--- config.mk ---
export PLATFORM = sky130hd
export DESIGN_NAME = pnrf_div
export DESIGN_NICKNAME = d
export VERILOG_FILES = /design/src/rtl/core/polynomial_newton_root_finder_defines.svh /design/src/rtl/core/pnrf_pkg.sv /design/src/rtl/core/pnrf_div.sv
export SDC_FILE = /design/constraint.sdc
export NUM_CORES = 1
export LEC_CHECK = 0
export BUFFER_PORTS_ARGS = -buffer_cell sky130_fd_sc_hd__buf_4
export CORE_MARGIN = 5
export CORE_UTILIZATION = 40
export CTS_BUF_LIST = sky130_fd_sc_hd__clkbuf_16
export DETAILED_ROUTE_END_ITERATION = 16
export HOLD_SLACK_MARGIN = 0.08
export SLEW_MARGIN = 30
export SYNTH_ARGS = -nofsm -noshare
export SYNTH_HDL_FRONTEND = slang
export SYNTH_SLANG_ARGS = --single-unit
export TNS_END_PERCENT = 5
--- constraint.sdc ---
create_clock -name clk -period 16.44 [get_ports clk]
set_input_delay 2.466 -clock clk [delete_from_list [all_inputs] [get_ports clk]]
set_output_delay 2.466 -clock clk [all_outputs]
set_load 0.02 [all_outputs]
--- src/rtl/core/polynomial_newton_root_finder_defines.svh ---
// Assertion macros for the polynomial root finder.
`ifndef POLYNOMIAL_NEWTON_ROOT_FINDER_DEFINES_SVH
`define POLYNOMIAL_NEWTON_ROOT_FINDER_DEFINES_SVH
// Implication checked at every rising edge outside reset.
`define PNR_ASSERT_IMPL(label, clk, rst_n, ante, cons, msg) \
  label: assert property (@(posedge clk) disable iff (!rst_n) (ante) |-> (cons)) \
    else $error(msg);
// Next-cycle implication checked outside reset.
`define PNR_ASSERT_NEXT(label, clk, rst_n, ante, cons, msg) \
  label: assert property (@(posedge clk) disable iff (!rst_n) (ante) |=> (cons)) \
    else $error(msg);
`endif

--- src/rtl/core/pnrf_pkg.sv ---
// ----------------------------------------------------------------------------
// pnrf_pkg
// Types and constants shared by the polynomial root finder modules.
// ----------------------------------------------------------------------------
`default_nettype none
package pnrf_pkg;
  localparam int unsigned FUNC_W = 2;

  typedef enum logic [1:0] {
    FUNC_LOAD = 2'd0,
    FUNC_EVAL = 2'd1,
    FUNC_ROOT = 2'd2,
    FUNC_NONE = 2'd3
  } func_t;

  typedef enum logic [1:0] {
    ST_DONE  = 2'd0,
    ST_FLAT  = 2'd1,
    ST_LIMIT = 2'd2
  } status_t;

  localparam logic [1:0] CFG_COUNT = 2'd0;
  localparam logic [1:0] CFG_TOL   = 2'd1;
  localparam logic [1:0] CFG_ITER  = 2'd2;

  typedef struct packed {
    logic [1:0]         func;
    logic [3:0]         coef_index;
    logic signed [31:0] operand_value;
  } in_beat_t;

  typedef struct packed {
    logic signed [31:0] result_value;
    logic [1:0]         status;
    logic [7:0]         iterations_used;
  } out_beat_t;

  // Divider request/response between sequencer and divider.
  typedef struct packed {
    logic               start;
    logic signed [31:0] num;
    logic signed [31:0] den;
  } div_req_t;

  typedef struct packed {
    logic               done;
    logic signed [31:0] quot;
  } div_rsp_t;

  function automatic logic signed [31:0] sat32(input logic signed [65:0] v);
    logic signed [31:0] r;
    if (v > 66'sd2147483647) r = 32'sh7fffffff;
    else if (v < -66'sd2147483648) r = 32'sh80000000;
    else r = v[31:0];
    return r;
  endfunction
endpackage
`default_nettype wire

--- src/rtl/core/pnrf_div.sv ---
// ----------------------------------------------------------------------------
// pnrf_div
// Serial signed divider: (num * 2^FRAC_BITS) / den, truncating toward zero,
// saturated to 32 bits. One quotient bit per cycle.
// ----------------------------------------------------------------------------
`default_nettype none
module pnrf_div #(
  parameter int FRAC_BITS = 16
) (
  input  wire                    clk,
  input  wire                    rst_n,
  input  pnrf_pkg::div_req_t     req,
  output pnrf_pkg::div_rsp_t     rsp
);
  import pnrf_pkg::*;
  localparam int NW = 32 + FRAC_BITS;
  localparam int CW = $clog2(NW + 1);

  logic          busy_r, busy_nxt;
  logic [CW-1:0] cnt_r, cnt_nxt;
  logic [NW-1:0] num_r, num_nxt;
  logic [NW:0]   rem_r, rem_nxt;
  logic [31:0]   den_r, den_nxt;
  logic          neg_r, neg_nxt;
  logic          done_r, done_nxt;
  logic signed [31:0] q_r, q_nxt;
  logic [NW:0]   trial;
  logic [NW:0]   shifted;
  logic signed [NW+1:0] sq;

  always_comb begin
    busy_nxt = busy_r; cnt_nxt = cnt_r; num_nxt = num_r; rem_nxt = rem_r;
    den_nxt = den_r; neg_nxt = neg_r; done_nxt = 1'b0; q_nxt = q_r;
    shifted = {rem_r[NW-1:0], num_r[NW-1]};
    trial   = shifted - {{(NW-31){1'b0}}, den_r};
    sq      = '0;
    if (req.start) begin
      busy_nxt = 1'b1;
      cnt_nxt  = CW'(NW);
      num_nxt  = NW'(req.num[31] ? -{{FRAC_BITS{req.num[31]}}, req.num} :
                     {{FRAC_BITS{1'b0}}, req.num}) << FRAC_BITS;
      den_nxt  = req.den[31] ? 32'(-req.den) : req.den;
      neg_nxt  = req.num[31] ^ req.den[31];
      rem_nxt  = '0;
    end else if (busy_r) begin
      if (!trial[NW]) begin
        rem_nxt = trial;
        num_nxt = {num_r[NW-2:0], 1'b1};
      end else begin
        rem_nxt = shifted;
        num_nxt = {num_r[NW-2:0], 1'b0};
      end
      cnt_nxt = cnt_r - 1'b1;
      if (cnt_r == CW'(1)) begin
        busy_nxt = 1'b0;
        done_nxt = 1'b1;
        sq = neg_r ? -$signed({2'b00, num_nxt}) : $signed({2'b00, num_nxt});
        q_nxt = sat32(66'(sq));
      end
    end
  end

  always_ff @(posedge clk) begin
    if (!rst_n) begin
      busy_r <= 1'b0;
      done_r <= 1'b0;
      cnt_r  <= '0;
    end else begin
      busy_r <= busy_nxt;
      done_r <= done_nxt;
      cnt_r  <= cnt_nxt;
    end
    num_r <= num_nxt; rem_r <= rem_nxt; den_r <= den_nxt;
    neg_r <= neg_nxt; q_r <= q_nxt;
  end

  assign rsp.done = done_r;
  assign rsp.quot = q_r;
endmodule
`default_nettype wire

# After elaboration in Yosys (flattened, before gate mapping)
# Cells that the tools add are included.
# classes
add_sub_neg,5
order_cmp,2
eq_ne,1
mux,16
bitwise,4
n_reduce_logical,4
# op_table
cell,n
48-bit two-way mux,5
32-bit two-way mux,2
32-bit negator,2
"50-bit by 32-bit > comparator with 1-bit output, second input constant",1
"50-bit by 32-bit less-than comparator with 1-bit output, second input constant",1
50-bit two-way mux,1
48-bit negator with 50-bit output,1
49-bit by 32-bit subtractor with 49-bit output,1
31-bit two-way mux,1
6-bit two-way mux,2
"6-bit by 1-bit == test with 1-bit output, second input constant",1
"6-bit by 1-bit subtractor with 6-bit output, second input constant",1
1-bit two-way mux,5
1-bit inverter,3
3-bit AND reduction,1
3-bit OR reduction,1
2-bit nonzero test,1
2-bit OR reduction,1
1-bit bitwise XOR,1
# word_totals
reg_bits,169
word_cells,43

# Logic depth before layout (Yosys ltp)
# Gate-level depths: netlist of run 1.
# depth
ltp_word,8
depth_mapped,26

# Worst setup path before layout of run 1
# No wires, ideal clock.
# synth_path
kind,register to register
from,register rem_r[31]
to,register q_r[27] (data pin)
arrival_time_ps,5497
required_ps,16166
setup_slack_ps,10669
stages_incl_launch_ff,25
path_buffers,6
synth_period_minus_slack_ps,5771
path_cell_list,dfxtp_1 > buf_6 > or4_4 > or4b_4 > a2111oi_4 > o21ai_2 > nor2_1 > xnor2_1 > inv_1 > buf_2 > buf_2 > buf_2 > ha_1 > nand2b_1 > clkbuf_1 > nor4_1 > nand3_1 > or4_1 > a211oi_1 > o221ai_1 > and4bb_2 > o221ai_1 > o41ai_4 > buf_6 > o221ai_2
# synth_via
elab_chain_len,8
# synth_lines
element,line_no,rtl
start: declaration,pnrf_div.sv:22,"logic [NW:0] rem_r, rem_nxt;"
start signal: assignment,pnrf_div.sv:73,num_r <= num_nxt; rem_r <= rem_nxt; den_r <= den_nxt;
49-bit by 32-bit subtractor with 49-bit output (*),pnrf_div.sv:35,"trial = shifted - {{(NW-31){1'b0}}, den_r};"
1-bit two-way mux (*),pnrf_div.sv:46,if (!trial[NW]) begin
48-bit two-way mux (*),pnrf_div.sv:45,end else if (busy_r) begin
48-bit two-way mux (*),pnrf_div.sv:37,if (req.start) begin
48-bit negator with 50-bit output,pnrf_div.sv:57,"sq = neg_r ? -$signed({2'b00, num_nxt}) : $signed({2'b00, num_nxt});"
50-bit two-way mux (*),pnrf_div.sv:57,
50-bit by 32-bit less-than comparator with 1-bit output,pnrf_pkg.sv:53,else if (v < -66'sd2147483648) r = 32'sh80000000;
32-bit two-way mux,pnrf_pkg.sv:53,
end signal: assignment,pnrf_div.sv:74,neg_r <= neg_nxt; q_r <= q_nxt;
end: declaration,pnrf_div.sv:26,"logic signed [31:0] q_r, q_nxt;"
# Mark *: on every way between the ends. The rest lies on a longest branch, timed or not. The select of a mux whose other input is x is not followed.
# A chain may end at the register's enable or synchronous reset.

# Worst setup path after layout of run 1
# layout_path
from,register den_r[13]
to,register q_r[29] (data pin)
# layout_via
elab_chain_len,8
# layout_lines
element,line_no,rtl
start: declaration,pnrf_div.sv:23,"logic [31:0] den_r, den_nxt;"
start signal: assignment,pnrf_div.sv:73,
49-bit by 32-bit subtractor with 49-bit output (*),pnrf_div.sv:35,
1-bit two-way mux (*),pnrf_div.sv:46,
48-bit two-way mux (*),pnrf_div.sv:45,
48-bit two-way mux (*),pnrf_div.sv:37,
48-bit negator with 50-bit output,pnrf_div.sv:57,
50-bit two-way mux (*),pnrf_div.sv:57,
50-bit by 32-bit less-than comparator with 1-bit output,pnrf_pkg.sv:53,
32-bit two-way mux,pnrf_pkg.sv:53,
# Marks and branches as above.

==> results of run 1 <==
[layer usage]
layer	up-vias	wire length (um)	GRT usage, %
met5	-	0	0
met1	4711	14220	24.45
li1	5082	-	-
met4	0	399	4.708
met3	29	1571	2.777
met2	267	13580	28.52
[worst paths after layout]
path,start,to,slack (ns),cells after the start
min,rem_r[25],rem_r[26],0.50,2
max,den_r[13],q_r[29],10.38,21
max reg2reg,den_r[13],q_r[29],10.38,21
min reg2reg,rem_r[25],rem_r[26],0.50,2
[Yosys cell counts (26+ instances only)]
| cell | n |
|---|---|
| edfxtp_1 | 97 |
| o21ai_0 | 60 |
| a211oi_1 | 32 |
| xnor2_1 | 118 |
| ha_1 | 37 |
| a22o_1 | 30 |
| nand3_1 | 56 |
| o31ai_1 | 26 |
| inv_1 | 74 |
| dfxtp_1 | 72 |
| nor2_1 | 119 |
| clkbuf_1 | 61 |
| nand2_1 | 129 |
| a21oi_1 | 45 |
[worst max-delay path, stage by stage (launching register included)]
cell	delay, ns
edfxtp_1	0.32
inv_1	0.04
ha_1	0.35
nand3_1	0.16
or4_1	0.53
a211oi_1	0.47
o211a_1	0.32
nor2_1	0.12
xnor2_2	0.15
inv_1	0.09
ha_1	0.15
nand2b_1	0.21
nor4_1	0.30
nand3_1	0.30
or4_1	0.54
a211oi_1	0.24
o221ai_1	0.12
and4bb_2	0.29
o221ai_1	0.16
o41ai_4	0.23
buf_4	0.46
o221ai_1	0.20
[layout make-up]
class | instances | area [um2]
fillers | 2884 | 16070
multi-input cells | 1019 | 7033
flip-flops and latches | 169 | 4358
repair buffers | 111 | 833.3
well taps | 390 | 488.0
clock buffers | 17 | 425.4
inverters | 75 | 281.5
clock inverters | 15 | 148.9
[metrics by stage]
stage	hold WS, ns	cell area [um2]
after floorplan	0.4685	12020
after global placement	0.4874	12990
after detailed placement	0.4905	12990
after CTS	0.5035	13570
after global routing	0.5228	13570
final	0.5013	13570
[where the power goes]
group / total [mW] / internal (mW) / switching, mW
Clock: 0.398 / 0.224 / 0.174
Combinational: 0.386 / 0.161 / 0.225
Sequential: 0.529 / 0.488 / 0.0411
[kinds of logic after synthesis]
| logic type | after synthesis | synth area share (%) |
|---|---|---|
| compound gates | 352 | 22.85 |
| xor+xnor | 135 | 9.836 |
| fa+ha+maj | 38 | 4.017 |
| buf+inv | 161 | 5.423 |
| flops | 169 | 36.22 |
| mux | 21 | 1.759 |
| simple gates | 473 | 19.90 |
[sequential cells by signal (all words and copies together) (netlist names)]
signal  cells
den_r      32
rem_r      48
busy_r      1
q_r        32
cnt_r       6
done_r      1
neg_r       1
num_r      48
==> metrics.md, run 1 <==
| Metric | Value |
|---|---|
| Post-Syn Instances | ~1300 |
| CTS tree | yes |
| Clk slew on worst S/H paths | 0.07 ns |
| Critical Path Fanout Max | 31 |
| Peak supply drop | between 0.06 and 0.07 mV |
| Max Slew Vio Count | 0 |
| Commonest non-fill, non-tap cell in the layout | nand2_1 |
| Period utilisation layout | 36.86% |
| Register bit total from synthesis | roughly 170 |
| Startpoint Class | register |
| Worst Path Arrival | roughly 6.2 ns |
| Die width | about 180 um |
| RSZ-0062 raised after global routing | no |
| Post-synth EDFFs | 97 |
| Gr usage total | approximately 18% |
| Inserted Diodes | 0 |
| Die Footprint | 33620 um2 |
| LEAKAGE | around 5.0 nW |
| Clk sink count | 169 |
| Share of layout cells above drive strength 1 | between 10 and 15% |
| Leading cell types in the layout, fill and taps excluded | 129 x nand2_1, 119 x nor2_1, 116 x xnor2_1 |
| Fraction of registers with async set/reset | 0% |
| Antenna Nets Post-Route | 0 |
| Port bufs | 99 |
| Post-synthesis cell area | around 12000 um2 |
| Worst-Skew Late Latency | ~0.43 ns |
| Post_cts resized | 0 |
| Area delta synth->final | 12.86% |
| Share of the yosys chip area belonging to registers | a little over a third |
| Final Core Density | 45.78% |
| Htree depth | 4 |
| Actual slew at the worst max-slew pin | between 0.9 and 1 ns |
| Final Hold Fails | 0 |
| Pre-Repair DR Iteration Count | 5 |
| Synth area leaders | edfxtp_1 24%, dfxtp_1 12%, xnor2_1 8.6%, nand2_1 4.0%, ha_1 3.9% |
| YS warnings | 0 |
| Antenna violations before repair | 0 |
| Max-cap violations | 0 |
| Main flop type after synthesis | edfxtp_1 |
| Outcome | finished clean |
| Wire per inst | 16.57 um |
| First-pass GRT wire length | just under 50000 um |
| Synth area leader | edfxtp_1 |
| Worst clock skew | between 0.01 and 0.015 ns |
| Fin crit period | 6.060 ns |
| RD Place Congestion | approximately 0.88 |
| Netlist cell types | 86 |
| Total chip power | approximately 1.3 mW |
| Hpwl dp | 21490 um |
| Cell Pwr Density | between 90 and 100 nW/um2 |
| Worst setup margin | just over 10 ns |
| # IOs | 100 |
| Clock Path Buffers | 2 |
| CP Capture Type | register |
| Non-filler cells, final | between 1500 and 2000 |
| Grt total ovfl | 0 |
| Dpl ws | 10.41 ns |
| Synth Net Count | ~1500 |
| Max-slew headroom | a little over a third |
| Die Ht | around 180 um |
| Initial core utilization | 40.56% |
| Inst Count DP | 1764 |
| DR vias/cell | approximately 5.6 |
| Syn_area_per_cell | approximately 8.9 um2 |
| CTS Hold Bufs | 0 |
| CTS Buf Count | 17 |
| Vias in the first global route | around 9600 |
| Largest net degree at the start of global routing | slightly above 80 |
| WS Path Type | register to register |
| Iteration-0 DRC Markers | 726 |
| # setup viols final | 0 |
| Fmax | 165.0 MHz |
| Fin nets | around 1500 |
| DRC | 0 |
| Core ar. | 29640 um2 |
| Vias | about 10000 |
| Setup tns final | 0 ns |
| Hold/Removal Path Class | register to register |
| Clock Root Buffer | clkbuf_16 |
| Proportion of netlist area held by the largest area contributor | 24.23% |
| Drt total wl | 29770 um |
| Floorplan row count | 63 |
| Post-CTS setup buffer count | 0 |
| WP data required | between 15 and 20 ns |
No activity file was read; power rests on OpenSTA's default activity.
==> inputs of run 2 (changes only) <==
==> constraint.sdc (replaced) <==
create_clock -name clk -period 5.4 [get_ports clk]
set_input_delay 0.81 -clock clk [delete_from_list [all_inputs] [get_ports clk]]
set_output_delay 0.81 -clock clk [all_outputs]
set_load 0.02 [all_outputs]
==> metrics.md, run 2 (synthesized netlist as in run 1, its figures left out) <==
| Metric | Value |
|---|---|
| Outcome | finished clean (unchanged) |
| Clk slew on worst S/H paths | 0.08 ns (was 0.07 ns) |
| Fillers | 2910 (was 2884) |
| Top Family by Delay on Critical Path | simple AND/OR/NAND/NOR gates (unchanged) |
| Area delta synth->final | 15.00% (was 12.86%) |
| Die width | 183.4 um (unchanged) |
| Count of buffer and inverter cells on the critical path | 3 (unchanged) |
| CP Cell Sequence | or4_4 -> or4_4 -> a2111oi_4 -> o21ai_2 -> nor2_4 -> xnor2_2 -> inv_2 -> ha_4 -> nand2b_1 -> nor4_4 -> nand3_2 -> or4_1 -> a211oi_2 -> o221ai_1 -> and4bb_2 -> o221ai_2 -> o41ai_4 -> buf_4 -> buf_12 -> o221ai_1 (was inv_1 -> ha_1 -> nand3_1 -> or4_1 -> a211oi_1 -> o211a_1 -> nor2_1 -> xnor2_2 -> inv_1 -> ha_1 -> nand2b_1 -> nor4_1 -> nand3_1 -> or4_1 -> a211oi_1 -> o221ai_1 -> and4bb_2 -> o221ai_1 -> o41ai_4 -> buf_4 -> o221ai_1) |
| Antenna violations before repair | 0 (unchanged) |
| CTS Hold Bufs | 0 (unchanged) |
| Die Ht | 183.4 um (unchanged) |
| Floorplan row count | 63 (unchanged) |
| Period utilisation layout | 94.79% (was 36.86%) |
| Total chip power | 4.010 mW (was 1.313 mW) |
| Max Slew Vio Count | 0 (unchanged) |
| Fin crit period | 5.119 ns (was 6.060 ns) |
| First-pass GRT wire length | 50780 um (was 49120 um) |
| WS Path Type | register to register (unchanged) |
| Peak supply drop | 0.1825 mV (was 0.06776 mV) |
| Antenna Nets Post-Route | 0 (unchanged) |
| Hpwl dp | 21920 um (was 21490 um) |
| # IOs | 100 (unchanged) |
| Vias in the first global route | 9925 (was 9632) |
| Actual slew at the worst max-slew pin | 0.8476 ns (was 0.9596 ns) |
| Largest net degree at the start of global routing | 101 (was 83) |
| Wire per inst | 16.98 um (was 16.57 um) |
| Htree depth | 4 (unchanged) |
| Slowest CP cell | or4_4 (was or4_1) |
| Final Hold Fails | 0 (unchanged) |
| CTS tree | yes (unchanged) |
| WP data required | 5.57 ns (was 16.58 ns) |
| Port bufs | 99 (unchanged) |
| DR vias/cell | 5.692 (was 5.617) |
| CP Capture Type | register (unchanged) |
| Pre-Repair DR Iteration Count | 5 (unchanged) |
| Clock Root Buffer | clkbuf_16 (unchanged) |
| Initial core utilization | 40.56% (unchanged) |
| CTS Buf Count | 17 (unchanged) |
| DRC | 0 (unchanged) |
| Fin Hold WS | 0.5005 ns (was 0.5013 ns) |
| Worst Path Arrival | 5.29 ns (was 6.20 ns) |
| Core ar. | 29640 um2 (unchanged) |
| Commonest non-fill, non-tap cell in the layout | nand2_1 (unchanged) |
| Slowest stage delay, CP | 0.54 ns (about the same) |
| Clock Path Buffers | 2 (unchanged) |
| Inserted Diodes | 0 (unchanged) |
| RD Place Congestion | 0.9046 (was 0.8845) |
| Inst Count DP | 1777 (was 1764) |
| Fin nets | 1518 (was 1498) |
| Worst clock skew | 0.01375 ns (was 0.01040 ns) |
| Startpoint Class | register (unchanged) |
| Vias | 10340 (was 10090) |
| Hold/Removal Path Class | register to register (unchanged) |
| Iteration-0 DRC Markers | 679 (was 726) |
| Max-slew headroom | 43.35% (was 35.86%) |
| Non-filler cells, final | 1816 (was 1796) |
| Cell Pwr Density | 290.0 nW/um2 (was 96.79 nW/um2) |
| Worst-Skew Late Latency | 0.44 ns (was 0.43 ns) |
| Grt total ovfl | 0 (unchanged) |
| Fmax | 195.4 MHz (was 165.0 MHz) |
| Biggest regs | num_r: 48 flops, rem_r: 48 flops (unchanged) |
| Clk sink count | 169 (unchanged) |
| Max-cap violations | 0 (unchanged) |
| # setup viols final | 0 (unchanged) |
| LEAKAGE | 5.136 nW (was 5.002 nW) |
| Gr usage total | 18.20% (was 17.56%) |
| Leading cell types in the layout, fill and taps excluded | 129 x nand2_1, 128 x buf_4, 118 x nor2_1 (was 129 x nand2_1, 119 x nor2_1, 116 x xnor2_1) |
| Critical Path Fanout Max | 16 (was 31) |
| Die Footprint | 33620 um2 (unchanged) |
| Share of layout cells above drive strength 1 | 16.83% (was 14.65%) |
| Drt total wl | 30840 um (was 29770 um) |
-- run 2: changes by cell type in the layout (fill, tap and decap cells not counted), moves of 2 or more --
cell,before,now
a211oi_1,32,30
buf_12,0,2
buf_4,111,128
bufinv_16,2,0
clkinv_4,0,4
clkinvlp_2,3,1
dfxtp_1,71,68
dfxtp_2,0,3
or4_1,22,20
or4_4,4,6
-- run 2: final cells by class --
class	instances	area, um2	share of cell area (%)
Timing Repair Buffer	131	1033	7.476
Sequential cell	169	4362	31.55
Clock buffer	17	425.4	3.077
Tap cell	390	488.0	3.530
Inverter	75	281.5	2.036
Clock inverter	15	116.4	0.8417
Multi-Input combinational cell	1019	7118	51.49
-- run 2: path summary, 6_finish.rpt --
check	cells after the start	from	slack, ns	endpoint
setup / recovery	20	rem_r[39]	0.28	q_r[29]
hold / removal	2	rem_r[2]	0.50	rem_r[3]
setup reg to reg	20	rem_r[39]	0.28	q_r[29]
hold reg to reg	2	rem_r[2]	0.50	rem_r[3]
-- run 2: layer usage --
metal	up-vias	part of all wire (%)	global-route usage [%]
met2	268	47	29.72
met3	37	4.5	3.134
met5	-	0	0
li1	5115	-	-
met1	4916	47	25.12
met4	0	1.8	4.708
-- run 2: stage by stage --
stage / cell area, um2 / worst slack [ns] / setup TNS (ns) / utilization, %
5_1_grt: 13820 / -0.007986 / -0.007986 / 46.64
2_1_floorplan: 12100 / -0.1205 / -3.350 / -
3_3_place_gp: 13170 / 0.1067 / 0 / 44.44
6_report: 13820 / 0.2814 / 0 / 46.64
4_1_cts: 13750 / 0.02606 / 0 / 46.40
3_5_place_dp: 13170 / 0.01275 / 0 / 44.44
-- run 2: worst min-delay path, cell delays in order, from the launching register on --
cell and delay, ns:
dfxtp_1 0.33, nand2_1 0.06, a311oi_1 0.07
-- run 2: where the power goes --
part | internal [mW] | total (mW) | switching, mW
logic | 0.525 | 1.23 | 0.708
clock network | 0.596 | 1.16 | 0.568
registers | 1.49 | 1.61 | 0.126
-- run 2: repair_timing --
action	4_1_cts	5_1_grt
gates resized for setup	0	8
gates cloned	1	0
pin swaps	1	8
setup endpoints to repair	8	31
hold endpoints to repair	0	0
buffers inserted	1	5
